--- config.mk ---
export PLATFORM = sky130hd
export DESIGN_NAME = process_schedule_evaluator
export DESIGN_NICKNAME = d
export VERILOG_FILES = /design/src/rtl/pse_pkg.sv /design/src/rtl/pse_ram.sv /design/src/rtl/pse_ctrl.sv /design/src/rtl/pse_datapath.sv /design/src/rtl/process_schedule_evaluator.sv
export SDC_FILE = /design/constraint.sdc
export NUM_CORES = 2
export LEC_CHECK = 0
export BUFFER_PORTS_ARGS = -buffer_cell sky130_fd_sc_hd__buf_2
export CAP_MARGIN = 10
export CORE_ASPECT_RATIO = 2
export CORE_MARGIN = 5
export CORE_UTILIZATION = 60
export DETAILED_ROUTE_END_ITERATION = 7
export GPL_TIMING_DRIVEN = 0
export PLACE_DENSITY = 0.76
export SETUP_SLACK_MARGIN = 0.4
export SYNTH_ARGS = -nofsm -noshare
export SYNTH_HDL_FRONTEND = slang
export SYNTH_HIERARCHICAL = 1
export SYNTH_SLANG_ARGS = --single-unit
--- constraint.sdc ---
create_clock -name clock -period 11 [get_ports clock]
set_clock_uncertainty 0.05 [all_clocks]
set_input_delay 1.65 -clock clock [delete_from_list [all_inputs] [get_ports clock]]
set_output_delay 1.65 -clock clock [all_outputs]
set_load 0.01 [all_outputs]
--- src/rtl/pse_pkg.sv ---
// Shared types and constants of the process schedule evaluator.
// Used by every module of the block but pse_ram; depends on nothing.
`default_nettype none

package pse_pkg;

   localparam int MAX_PROCS_DEF = 16;

   localparam int ID_W   = 16;
   localparam int ARR_W  = 16;
   localparam int BUR_W  = 16;
   localparam int URG_W  = 8;
   localparam int TIME_W = 21;
   localparam int REC_W  = ID_W + ARR_W + BUR_W + URG_W;
   localparam int CSR_DATA_W  = 16;
   localparam int CSR_INDEX_W = 1;
   localparam int POLICY_W    = 2;

   localparam logic [CSR_INDEX_W-1:0] CSR_POLICY     = 1'd0;
   localparam logic [CSR_INDEX_W-1:0] CSR_TIME_SLICE = 1'd1;

   localparam logic [POLICY_W-1:0] POL_FCFS     = 2'd0;
   localparam logic [POLICY_W-1:0] POL_SHORTEST = 2'd1;
   localparam logic [POLICY_W-1:0] POL_PRIORITY = 2'd2;
   localparam logic [POLICY_W-1:0] POL_ROBIN    = 2'd3;

   localparam logic [BUR_W-1:0] SLICE_RESET = 16'd2;

   typedef struct packed {
      logic [ID_W-1:0]  id;
      logic [ARR_W-1:0] arr;
      logic [BUR_W-1:0] bur;
      logic [URG_W-1:0] urg;
   } rec_type;

   typedef struct packed {
      logic load;
      logic start;
      logic scan_init;
      logic scan_step;
      logic jump;
      logic select;
      logic fetch;
      logic exec;
      logic emit;
      logic clear;
   } cmd_type;

   typedef struct packed {
      logic scan_last;
      logic have_pick;
      logic exec_finish;
      logic set_last;
      logic out_free;
   } status_type;

endpackage

`default_nettype wire

--- src/rtl/pse_ram.sv ---
// Generic single write port, single read port RAM with registered read.
// Depends on nothing.
`default_nettype none

module pse_ram #(
   parameter int WIDTH = 8,
   parameter int DEPTH = 16
) (
   input  wire logic                     clock,
   input  wire logic                     wr_en,
   input  wire logic [$clog2(DEPTH)-1:0] wr_addr,
   input  wire logic [WIDTH-1:0]         wr_data,
   input  wire logic [$clog2(DEPTH)-1:0] rd_addr,
   output logic      [WIDTH-1:0]         rd_data
);

   logic [WIDTH-1:0] mem_ff [DEPTH];

   always_ff @(posedge clock) begin
      if (wr_en) begin
         mem_ff[wr_addr] <= wr_data;
      end
      rd_data <= mem_ff[rd_addr];
   end

endmodule

`default_nettype wire

--- src/rtl/pse_ctrl.sv ---
// Sequencer of the process schedule evaluator: loading, scan passes, picks and results.
// Depends on pse_pkg.
`default_nettype none

module pse_ctrl
   import pse_pkg::*;
(
   input  wire logic       clock,
   input  wire logic       reset,
   input  wire logic       req_valid,
   input  wire logic       req_last_proc,
   input  wire status_type status,
   output logic            req_stall,
   output cmd_type         cmd
);

   typedef enum logic [2:0] {
      S_LOAD, S_START, S_SCAN, S_SCAN_WAIT, S_DECIDE, S_FETCH, S_EXEC, S_EMIT
   } state_type;

   state_type state_ff, state_in;
   logic      stall_ff;
   logic      accept;

   assign accept    = req_valid && !stall_ff;
   assign req_stall = stall_ff;

   always_comb begin
      state_in = state_ff;
      cmd      = '0;
      unique case (state_ff)
         S_LOAD: begin
            if (accept) begin
               cmd.load = 1'b1;
               if (req_last_proc) begin
                  state_in = S_START;
               end
            end
         end
         S_START: begin
            cmd.start     = 1'b1;
            cmd.scan_init = 1'b1;
            state_in      = S_SCAN;
         end
         S_SCAN: begin
            cmd.scan_step = 1'b1;
            if (status.scan_last) begin
               state_in = S_SCAN_WAIT;
            end
         end
         S_SCAN_WAIT: begin
            state_in = S_DECIDE;
         end
         S_DECIDE: begin
            if (status.have_pick) begin
               cmd.select = 1'b1;
               state_in   = S_FETCH;
            end else begin
               cmd.jump      = 1'b1;
               cmd.scan_init = 1'b1;
               state_in      = S_SCAN;
            end
         end
         S_FETCH: begin
            cmd.fetch = 1'b1;
            state_in  = S_EXEC;
         end
         S_EXEC: begin
            cmd.exec = 1'b1;
            if (status.exec_finish) begin
               state_in = S_EMIT;
            end else begin
               cmd.scan_init = 1'b1;
               state_in      = S_SCAN;
            end
         end
         S_EMIT: begin
            if (status.out_free) begin
               cmd.emit = 1'b1;
               if (status.set_last) begin
                  cmd.clear = 1'b1;
                  state_in  = S_LOAD;
               end else begin
                  cmd.scan_init = 1'b1;
                  state_in      = S_SCAN;
               end
            end
         end
         default: state_in = S_LOAD;
      endcase
   end

   always_ff @(posedge clock) begin
      if (reset) begin
         state_ff <= S_LOAD;
         stall_ff <= 1'b1;
      end else begin
         state_ff <= state_in;
         stall_ff <= (state_in != S_LOAD);
      end
   end

endmodule

`default_nettype wire

--- src/rtl/pse_datapath.sv ---
// Datapath of the process schedule evaluator: tables, scan accumulators, clock and results.
// Depends on pse_pkg and pse_ram.
`default_nettype none

module pse_datapath
   import pse_pkg::*;
#(
   parameter int MAX_PROCS = MAX_PROCS_DEF
) (
   input  wire logic                   clock,
   input  wire logic                   reset,
   input  wire cmd_type                cmd,
   output status_type                  status,
   input  wire logic                   csr_wr_en,
   input  wire logic [CSR_INDEX_W-1:0] csr_index,
   input  wire logic [CSR_DATA_W-1:0]  csr_wdata,
   input  wire logic [ID_W-1:0]        req_proc_id,
   input  wire logic [ARR_W-1:0]       req_arrival,
   input  wire logic [BUR_W-1:0]       req_burst,
   input  wire logic [URG_W-1:0]       req_urgency,
   output logic                        rsp_valid,
   input  wire logic                   rsp_stall,
   output logic      [ID_W-1:0]        rsp_out_id,
   output logic      [ARR_W-1:0]       rsp_out_arrival,
   output logic      [BUR_W-1:0]       rsp_out_burst,
   output logic      [TIME_W-1:0]      rsp_completion,
   output logic      [TIME_W-1:0]      rsp_turnaround,
   output logic      [TIME_W-1:0]      rsp_waiting,
   output logic                        rsp_final_result
);

   localparam int IDX_W = $clog2(MAX_PROCS);
   localparam int CNT_W = $clog2(MAX_PROCS + 1);

   logic [POLICY_W-1:0] policy_ff;
   logic [BUR_W-1:0]    slice_ff;
   logic [CNT_W-1:0]    count_ff, finished_ff;
   logic [IDX_W-1:0]    scan_idx_ff, rd_idx_ff, pick_idx_ff, thr_idx_ff;
   logic                scan_vld_ff;
   logic [MAX_PROCS-1:0] done_ff;
   logic [TIME_W-1:0]   clock_ff;
   logic                from_start_ff;
   logic [ARR_W-1:0]    thr_arr_ff;

   logic                b_found_ff, f_found_ff, e_found_ff;
   logic [BUR_W-1:0]    b_key_ff;
   logic [ARR_W-1:0]    b_arr_ff, f_arr_ff, e_arr_ff;
   logic [IDX_W-1:0]    b_idx_ff, f_idx_ff;

   logic [ID_W-1:0]     pick_id_ff;
   logic [ARR_W-1:0]    pick_arr_ff;
   logic [BUR_W-1:0]    pick_bur_ff;

   logic                is_robin, full;
   logic [IDX_W-1:0]    rd_addr, rem_wr_addr;
   logic                tab_wr_en, rem_wr_en;
   logic [BUR_W-1:0]    rem_wr_data, rem_rd, quantum, key;
   logic [REC_W-1:0]    tab_rd_bits;
   rec_type             wr_rec, rd_rec;
   logic                pend, arrived, elig, after_thr, finish;
   logic [BUR_W-1:0]    step;
   logic [TIME_W-1:0]   tat;

   assign is_robin = (policy_ff == POL_ROBIN);
   assign full     = (count_ff == CNT_W'(MAX_PROCS));
   assign quantum  = (slice_ff == '0) ? BUR_W'(1) : slice_ff;

   assign wr_rec.id  = req_proc_id;
   assign wr_rec.arr = req_arrival;
   assign wr_rec.bur = req_burst;
   assign wr_rec.urg = req_urgency;
   assign tab_wr_en  = cmd.load && !full;
   assign rd_addr    = cmd.fetch ? pick_idx_ff : scan_idx_ff;

   pse_ram #(.WIDTH(REC_W), .DEPTH(MAX_PROCS)) u_tab (
      .clock  (clock),
      .wr_en  (tab_wr_en),
      .wr_addr(count_ff[IDX_W-1:0]),
      .wr_data(wr_rec),
      .rd_addr(rd_addr),
      .rd_data(tab_rd_bits)
   );

   assign rd_rec = rec_type'(tab_rd_bits);

   assign finish      = !is_robin || (rem_rd <= quantum);
   assign step        = finish ? rem_rd : quantum;
   assign rem_wr_en   = tab_wr_en || (cmd.exec && !finish);
   assign rem_wr_addr = cmd.exec ? pick_idx_ff : count_ff[IDX_W-1:0];
   assign rem_wr_data = cmd.exec ? (rem_rd - quantum) : req_burst;

   pse_ram #(.WIDTH(BUR_W), .DEPTH(MAX_PROCS)) u_rem (
      .clock  (clock),
      .wr_en  (rem_wr_en),
      .wr_addr(rem_wr_addr),
      .wr_data(rem_wr_data),
      .rd_addr(pick_idx_ff),
      .rd_data(rem_rd)
   );

   always_comb begin
      case (policy_ff)
         POL_SHORTEST: key = rd_rec.bur;
         POL_PRIORITY: key = BUR_W'(rd_rec.urg);
         default:      key = rd_rec.arr;
      endcase
   end

   assign pend      = !done_ff[rd_idx_ff];
   assign arrived   = (TIME_W'(rd_rec.arr) <= clock_ff);
   assign elig      = pend && arrived;
   assign after_thr = (rd_rec.arr > thr_arr_ff) ||
                      ((rd_rec.arr == thr_arr_ff) && (rd_idx_ff > thr_idx_ff));

   assign tat = clock_ff - TIME_W'(pick_arr_ff);

   assign status.scan_last   = ((CNT_W'(scan_idx_ff) + CNT_W'(1)) == count_ff);
   assign status.have_pick   = b_found_ff;
   assign status.exec_finish = finish;
   assign status.set_last    = ((finished_ff + CNT_W'(1)) == count_ff);
   assign status.out_free    = !rsp_valid || !rsp_stall;

   always_ff @(posedge clock) begin
      if (reset) begin
         policy_ff     <= POL_FCFS;
         slice_ff      <= SLICE_RESET;
         count_ff      <= '0;
         finished_ff   <= '0;
         done_ff       <= '0;
         clock_ff      <= '0;
         from_start_ff <= 1'b1;
         scan_vld_ff   <= 1'b0;
         b_found_ff    <= 1'b0;
         f_found_ff    <= 1'b0;
         e_found_ff    <= 1'b0;
         rsp_valid     <= 1'b0;
      end else begin
         if (csr_wr_en) begin
            if (csr_index == CSR_POLICY) begin
               policy_ff <= csr_wdata[POLICY_W-1:0];
            end else if (csr_index == CSR_TIME_SLICE) begin
               slice_ff <= csr_wdata[BUR_W-1:0];
            end
         end
         if (tab_wr_en) begin
            count_ff <= count_ff + CNT_W'(1);
         end
         if (cmd.start) begin
            clock_ff      <= '0;
            finished_ff   <= '0;
            from_start_ff <= 1'b1;
         end
         scan_vld_ff <= cmd.scan_step;
         if (cmd.scan_init) begin
            b_found_ff <= 1'b0;
            f_found_ff <= 1'b0;
            e_found_ff <= 1'b0;
         end else if (scan_vld_ff) begin
            if (pend && (!e_found_ff || rd_rec.arr < e_arr_ff)) begin
               e_found_ff <= 1'b1;
            end
            if (elig && (!b_found_ff || key < b_key_ff ||
                         (key == b_key_ff && rd_rec.arr < b_arr_ff))) begin
               b_found_ff <= 1'b1;
            end
            if (elig && after_thr && (!f_found_ff || rd_rec.arr < f_arr_ff)) begin
               f_found_ff <= 1'b1;
            end
         end
         if (cmd.jump) begin
            clock_ff      <= TIME_W'(e_arr_ff);
            from_start_ff <= 1'b1;
         end
         if (cmd.exec) begin
            clock_ff      <= clock_ff + TIME_W'(step);
            from_start_ff <= 1'b0;
            if (finish) begin
               done_ff[pick_idx_ff] <= 1'b1;
            end
         end
         if (cmd.emit) begin
            rsp_valid   <= 1'b1;
            finished_ff <= finished_ff + CNT_W'(1);
         end else if (!rsp_stall) begin
            rsp_valid <= 1'b0;
         end
         if (cmd.clear) begin
            count_ff <= '0;
            done_ff  <= '0;
            clock_ff <= '0;
         end
      end
   end

   always_ff @(posedge clock) begin
      if (cmd.scan_init) begin
         scan_idx_ff <= '0;
      end else if (cmd.scan_step) begin
         scan_idx_ff <= scan_idx_ff + IDX_W'(1);
      end
      rd_idx_ff <= scan_idx_ff;
      if (!cmd.scan_init && scan_vld_ff) begin
         if (pend && (!e_found_ff || rd_rec.arr < e_arr_ff)) begin
            e_arr_ff <= rd_rec.arr;
         end
         if (elig && (!b_found_ff || key < b_key_ff ||
                      (key == b_key_ff && rd_rec.arr < b_arr_ff))) begin
            b_key_ff <= key;
            b_arr_ff <= rd_rec.arr;
            b_idx_ff <= rd_idx_ff;
         end
         if (elig && after_thr && (!f_found_ff || rd_rec.arr < f_arr_ff)) begin
            f_arr_ff <= rd_rec.arr;
            f_idx_ff <= rd_idx_ff;
         end
      end
      if (cmd.select) begin
         pick_idx_ff <= (is_robin && !from_start_ff && f_found_ff) ? f_idx_ff : b_idx_ff;
      end
      if (cmd.exec) begin
         pick_id_ff  <= rd_rec.id;
         pick_arr_ff <= rd_rec.arr;
         pick_bur_ff <= rd_rec.bur;
         thr_arr_ff  <= rd_rec.arr;
         thr_idx_ff  <= pick_idx_ff;
      end
      if (cmd.emit) begin
         rsp_out_id       <= pick_id_ff;
         rsp_out_arrival  <= pick_arr_ff;
         rsp_out_burst    <= pick_bur_ff;
         rsp_completion   <= clock_ff;
         rsp_turnaround   <= tat;
         rsp_waiting      <= tat - TIME_W'(pick_bur_ff);
         rsp_final_result <= status.set_last;
      end
   end

endmodule

`default_nettype wire

--- src/rtl/process_schedule_evaluator.sv ---
// Top level of the process schedule evaluator: sequencer plus datapath.
// Depends on pse_pkg, pse_ctrl, pse_datapath and pse_ram.
`default_nettype none

// Records load at one request per cycle until one marked last_proc arrives; the block then
// stalls its input and schedules the stored set. Each scheduling decision is one pass over
// the n stored records through the table's single read port followed by wait, decide, fetch,
// execute and emit steps. An idle gap costs an extra pass that ends in a clock jump to the
// earliest pending arrival, and a partial round robin slice costs a pass that ends after
// the execute step. Input is taken again only once the last result of the set has been
// emitted, after any waits on the result channel.
module process_schedule_evaluator
   import pse_pkg::*;
#(
   parameter int MAX_PROCS = MAX_PROCS_DEF
) (
   input  wire logic                   clock,
   input  wire logic                   reset,
   input  wire logic                   csr_wr_en,
   input  wire logic [CSR_INDEX_W-1:0] csr_index,
   input  wire logic [CSR_DATA_W-1:0]  csr_wdata,
   input  wire logic                   req_valid,
   output logic                        req_stall,
   input  wire logic [ID_W-1:0]        req_proc_id,
   input  wire logic [ARR_W-1:0]       req_arrival,
   input  wire logic [BUR_W-1:0]       req_burst,
   input  wire logic [URG_W-1:0]       req_urgency,
   input  wire logic                   req_last_proc,
   output logic                        rsp_valid,
   input  wire logic                   rsp_stall,
   output logic      [ID_W-1:0]        rsp_out_id,
   output logic      [ARR_W-1:0]       rsp_out_arrival,
   output logic      [BUR_W-1:0]       rsp_out_burst,
   output logic      [TIME_W-1:0]      rsp_completion,
   output logic      [TIME_W-1:0]      rsp_turnaround,
   output logic      [TIME_W-1:0]      rsp_waiting,
   output logic                        rsp_final_result
);

   cmd_type    cmd;
   status_type status;

   pse_ctrl u_ctrl (
      .clock        (clock),
      .reset        (reset),
      .req_valid    (req_valid),
      .req_last_proc(req_last_proc),
      .status       (status),
      .req_stall    (req_stall),
      .cmd          (cmd)
   );

   pse_datapath #(.MAX_PROCS(MAX_PROCS)) u_datapath (
      .clock           (clock),
      .reset           (reset),
      .cmd             (cmd),
      .status          (status),
      .csr_wr_en       (csr_wr_en),
      .csr_index       (csr_index),
      .csr_wdata       (csr_wdata),
      .req_proc_id     (req_proc_id),
      .req_arrival     (req_arrival),
      .req_burst       (req_burst),
      .req_urgency     (req_urgency),
      .rsp_valid       (rsp_valid),
      .rsp_stall       (rsp_stall),
      .rsp_out_id      (rsp_out_id),
      .rsp_out_arrival (rsp_out_arrival),
      .rsp_out_burst   (rsp_out_burst),
      .rsp_completion  (rsp_completion),
      .rsp_turnaround  (rsp_turnaround),
      .rsp_waiting     (rsp_waiting),
      .rsp_final_result(rsp_final_result)
   );

endmodule

`default_nettype wire

Yosys cells after proc, flatten, opt, wreduce, memory -nomap -nowiden
Memory sizes are Yosys's and may differ from the RTL's. A register that Yosys moved wholly into a read port is not among the register bits. Cells that the tools add are included.

$add $sub $neg: 8. Reductions and logical operators: 50. Bitwise gates (word level): 2. $lt $le $gt $ge: 11. Multiplexer cells: 49. Eq/ne operators: 16.

Operators by type and width (count): $lt A16 B16 Y1 (4); $mux W21 (3); $mux W16 (3); $sub A21 B16 Y21 (2); $eq A16 B16 Y1 (2); $pmux W16 S2 (1); $pmux W3 S8 (1); $mux W1 (23); $add A21 B16 Y21 (1); $le A16 B21 Y1 (1); $mux W3 (6); $reduce_and A2 Y1 (9); $gt A16 B16 Y1 (1); $le A16 B16 Y1 (1); $logic_not A16 Y1 (1); $or A16 B16 Y16 (1); $sub A16 B16 Y16 (1); $logic_and A1 B1 Y1 (14); $eq A3 B3 Y1 const B (4); $logic_not A1 Y1 (12); $mux W4 (3); $add A5 B1 Y5 const B (2); $eq A5 B5 Y1 (2); $lt A4 B5 Y1 const B (2); other kinds (21) (36).

Memories kept: 2. Memory bits (writable): 1152. Logic and storage cells: 172. Bits of input ports: 79. Bits in registers: 323. Output and inout port bits: 114.

Memories: u_datapath.u_tab.mem_ff (depth 16, bits a word 56, read ports 1, clocked after memory_dff 1, wr ports 1, RTL line pse_ram.sv:17) `logic [WIDTH-1:0] mem_ff [DEPTH];`; u_datapath.u_rem.mem_ff (depth 16, bits a word 16, read ports 1, clocked after memory_dff 1, wr ports 1, RTL line pse_ram.sv:17).

Logic depth before layout (Yosys ltp)
Word-level depth: 9. Mapped depth: 24. Gate-level depth less buffers: 23.

By module
Netlist, hierarchy kept.

Modules (own cells, without submodules): pse_ram (u_datapath.u_tab) (cells each 1445, times used 1, sequential area each 28026.9 um^2, area an instance 34678.3 um^2); pse_datapath (cells each 1538, times used 1, sequential area each 8788.4 um^2, area an instance 17147.7 um^2); pse_ram (u_datapath.u_rem) (cells each 432, times used 1, sequential area each 8007.7 um^2, area an instance 10042.1 um^2); pse_ctrl (cells each 46, times used 1, sequential area each 80.1 um^2, area an instance 339.1 um^2).

Worst setup path after synthesis
No wires, ideal clock.

Path type: input -> register. Start point: input port rsp_stall. End point: register u_datapath.clock_ff[15]. Arrival: 7.945 ns. Library setup time: 0.136 ns. Path slack: 2.870 ns. Path buffers: 2. Cell stages on the path: 8. Data required time: 10.814 ns. Cell sequence: nand2_1 nand2_1 nor2_1 and2_1 or2_2 clkbuf_1 clkbuf_1 o32ai_1.

RTL lines: start, declared (RTL line process_schedule_evaluator.sv:30) `input wire logic rsp_stall,`; end signal, assigned (RTL line pse_datapath.sv:171) `clock_ff <= TIME_W'(e_arr_ff);`; end signal, assigned (RTL line pse_datapath.sv:175) `clock_ff <= clock_ff + TIME_W'(step);`; end, declared (RTL line pse_datapath.sv:41) `logic [TIME_W-1:0] clock_ff;`.

Worst setup path in the final report
Start point: register u_datapath.slice_ff[1]. End point: register u_datapath.clock_ff[20].

Longest elaborated chain between the ends: 7.

RTL lines: start, declared (RTL line pse_datapath.sv:36) `logic [BUR_W-1:0] slice_ff;`; start signal, assigned (RTL line pse_datapath.sv:142) `slice_ff <= csr_wdata[BUR_W-1:0];`; $logic_not A16 Y1 (RTL line pse_datapath.sv:66) `assign quantum = (slice_ff == '0) ? BUR_W'(1) : slice_ff;`; $mux W16 (*) (RTL line pse_datapath.sv:66); $le A16 B16 Y1 (RTL line pse_datapath.sv:86) `assign finish = !is_robin || (rem_rd <= quantum);`; $logic_or A1 B1 Y1 (RTL line pse_datapath.sv:86); $mux W16 (*) (RTL line pse_datapath.sv:87) `assign step = finish ? rem_rd : quantum;`; $add A21 B16 Y21 (*) (RTL line pse_datapath.sv:175); $mux W21 (*) (RTL line pse_datapath.sv:174) `if (cmd.exec) begin`.

Mark *: on every way between the ends. The rest lies on a longest branch, timed or not. A chain may end at the register's enable or synchronous reset.

==> impl_metrics.ini <==
[synthesis]
synth_warnings = 6
seq_area_frac_synth_pct = 72.2
netlist_area_sq_um = 62200
synth_seq_cells = 1547
async_reset_ff_share_pct = 0
avgSynthCellArea_sq_um = 18.0
ys_types = 82
synth_cells = 3461
yosys_most_used_dff = edfxtp_1
synth_edf_count = 1392
syn_nets = 3712

[critical_path]
worstPathArrival_ps = 6540
crit_path_start_kind = flip-flop
cp-endpoint = u_datapath/clock_ff[20]
rrSetupSlack_ps = 5090
cp_max_fo = 8
timing.rr.start = u_datapath/slice_ff[1]
worstPathRequired_ps = 11630
startpoint = u_datapath/slice_ff[1]
worstRegToRegCells = 24
critical_path_class = reg -> reg
rr_endpoint = u_datapath/clock_ff[20]
end_kind = flip-flop

[flow_run]
cap_violations = 0

[sta]
tightest_slew_ps = 1220
relSlewSlack_pct = 17.9
fin_crit_sh_pct = 53.7
fin_tns_setup_ps = 0
finalCriticalPeriod_ps = 5910
hold_viol = 0
fmax_mhz = 169
drv_slew = 0
rsz0062_at_grt = no
finalSetupViolCount = 0

[worst_hold_path]
whs_path_depth = 0
min_path_type = reg -> reg

[clocking]
cts.repair.resized = 0
holdBufCountCts = 0
h-tree-depth = 3
clk_path_buf_depth = 3
clk_pin_slew_ps = 70
clk_latency_ps = 750
clock-sinks = 1547
post_cts_buffers = 0
cts_inserted_buffers = 121
cts_tree = yes
clock-root-buffer = clkbuf_16

[global_route]
grt_pass1_vias = 35600
grt_max_degree = 38
grt_usage_pct = 28.0
grt_pass1_wl_um = 228000
antenna_found_initial = 13
grt_overflow = 0

[floorplan]
initial_core_util_pct = 60.3
die_y_um = 465
core-area_sq_um = 103000
chipWidth_um = 238
dieArea_sq_um = 111000
ioPinCount = 193
rows = 167

[layout]
layout_common_cells = 1392 x edfxtp_1, 283 x mux4_2, 213 x buf_2
nets = 4117
synthToLayoutAreaGrowth_pct = 13.7
layout-drive-gt1-share_pct = 23.3
final_common_cell = edfxtp_1
fillers = 6539

[power]
p_per_area_nw_per_um2 = 195
p_int_w = 0.0102
p_sw_w = 0.00360
seq_power_share_pct = 50.0
p_sw_share_pct = 26.1
p_leak_nw = 24.0
peakVddDrop_mv = 0.186
p_comb_share_pct = 17.3
p_total_w = 0.0138
power_frac_clock_pct = 32.8

[run_status]
status = complete, no violations

[drt]
drt-total-wl_um = 155000
viasPerCell = 6.42
drc = 0
wl_per_cell_um = 29.1
num_vias = 34300
drtPass1Iterations = 6
antenna_left = 0
detail_route.iter0.violations = 3644

[place]
io_buffers = 192
gp_congestion = 0.914
dp_hpwl_um = 107000
-- synthesized netlist by cell type, types with 14 or more instances --
cell type,count,area share [%]
clkbuf_1,90,0.54
dfxtp_1,155,5.0
a21oi_1,98,0.79
buf_2,20,0.16
xor2_1,29,0.41
a31oi_1,15,0.15
a211oi_1,15,0.18
ha_1,168,3.4
nand3_1,29,0.23
nand2_1,181,1.1
nor3_1,45,0.36
nor2b_1,30,0.30
nand2b_1,18,0.18
mux2_2,35,0.63
o21ai_0,62,0.50
a22oi_1,157,1.9
buf_6,21,0.38
inv_1,172,1.0
xnor2_1,39,0.55
edfxtp_1,1392,67
o21a_1,18,0.22
nor2_1,111,0.67
a32o_1,14,0.23
a21o_1,40,0.48
nand4_1,22,0.22
mux4_2,283,10
-- power groups by stage --
stage / Sequential, W / Clock (W) / Combinational [W]
after floorplan: 0.00685 / 0 / 0.00168
after global placement: 0.00703 / 0 / 0.00228
after detailed placement: 0.00702 / 0 / 0.00236
after CTS: 0.00689 / 0.00459 / 0.00240
after global routing: 0.00690 / 0.00484 / 0.00256
final: 0.00690 / 0.00452 / 0.00239
-- flip-flops by register name, indices dropped and copies added (netlist names), 21 cells and up --
register,count
u_datapath/u_tab/mem_ff,896
u_datapath/rsp_completion,21
u_datapath/rsp_turnaround,21
u_datapath/rsp_waiting,21
u_datapath/u_rem/mem_ff,256
u_datapath/clock_ff,21
u_datapath/u_tab/rd_data,56
-- how the worst min path moves through the flow --
stage / slack [ps] / end / startpoint
3_5_place_dp: 340 / u_datapath/pick_id_ff[15] / u_datapath/u_tab/rd_data[55]
5_1_grt: 360 / u_datapath/pick_id_ff[6] / u_datapath/u_tab/rd_data[46]
6_report: 360 / u_datapath/pick_id_ff[10] / u_datapath/u_tab/rd_data[50]
4_1_cts: 360 / u_datapath/pick_id_ff[6] / u_datapath/u_tab/rd_data[46]
2_1_floorplan: 340 / u_datapath/pick_id_ff[0] / u_datapath/u_tab/rd_data[40]
3_3_place_gp: 340 / u_datapath/pick_id_ff[7] / u_datapath/u_tab/rd_data[47]
-- worst max-delay path: stages, from the launching register on --
cell and delay [ps]:
dfxtp_1 480, nor4_1 100, a41o_1 230, ha_1 220, fa_1 420, nor2b_1 130
o21ai_1 80, a21boi_0 410, o211ai_1 170, a21oi_1 220, nor3_1 110, a21bo_2 230
buf_2 190, mux2_2 300, ha_1 220, inv_1 70, fa_1 390, nor2b_1 120
o21ai_0 150, o221ai_1 310, a21oi_1 140, o211ai_1 370, nand2_1 150, or4_1 480
nand3_1 100
-- cells by family after synthesis --
kind of cell / count (synthesis) / synth area share, %
flops: 1547 / 72.2
simple gates: 513 / 3.97
compound gates: 505 / 5.65
mux: 335 / 11.4
buf+inv: 320 / 2.29
fa+ha+maj: 172 / 3.51
xor+xnor: 69 / 0.984
-- stage by stage --
stage | area [sq um] | worst slack, ps | cells | utilization [%] | hold WS [ps]
finish | 70700 | 5090 | 5336 | 68.5 | 359
detailed placement | 66500 | 5190 | 5092 | 64.5 | 341
floorplan | 62200 | 2870 | 3461 | - | 336
global route | 70700 | 4700 | 5329 | 68.5 | 361
CTS | 70700 | 5150 | 5324 | 68.5 | 360
global placement | 64900 | -1280 | 5005 | 62.8 | 343
-- cell type report --
| cell class | count | area, sq um | share of cell area, % |
|---|---|---|---|
| antenna | 9 | 22.5 | 0.0318 |
| buffer | 148 | 779 | 1.10 |
| clock buffer | 165 | 3430 | 4.85 |
| clock inverter | 67 | 736 | 1.04 |
| inverter | 172 | 648 | 0.916 |
| multi-input combinational | 1594 | 16100 | 22.8 |
| sequential | 1547 | 44900 | 63.5 |
| tap | 1352 | 1690 | 2.39 |
| timing repair buffer | 282 | 2440 | 3.44 |
-- layer usage --
metal / wire, um / up-vias / GRT usage [%]
met1: 51600 / 17500 / 32.1
met2: 83000 / 1720 / 50.4
met4: 10600 / 8 / 16.2
li1: - / 14600 / -
met3: 9970 / 448 / 3.67
met5: 48 / - / 0
(Power assumes the default switching activity.)
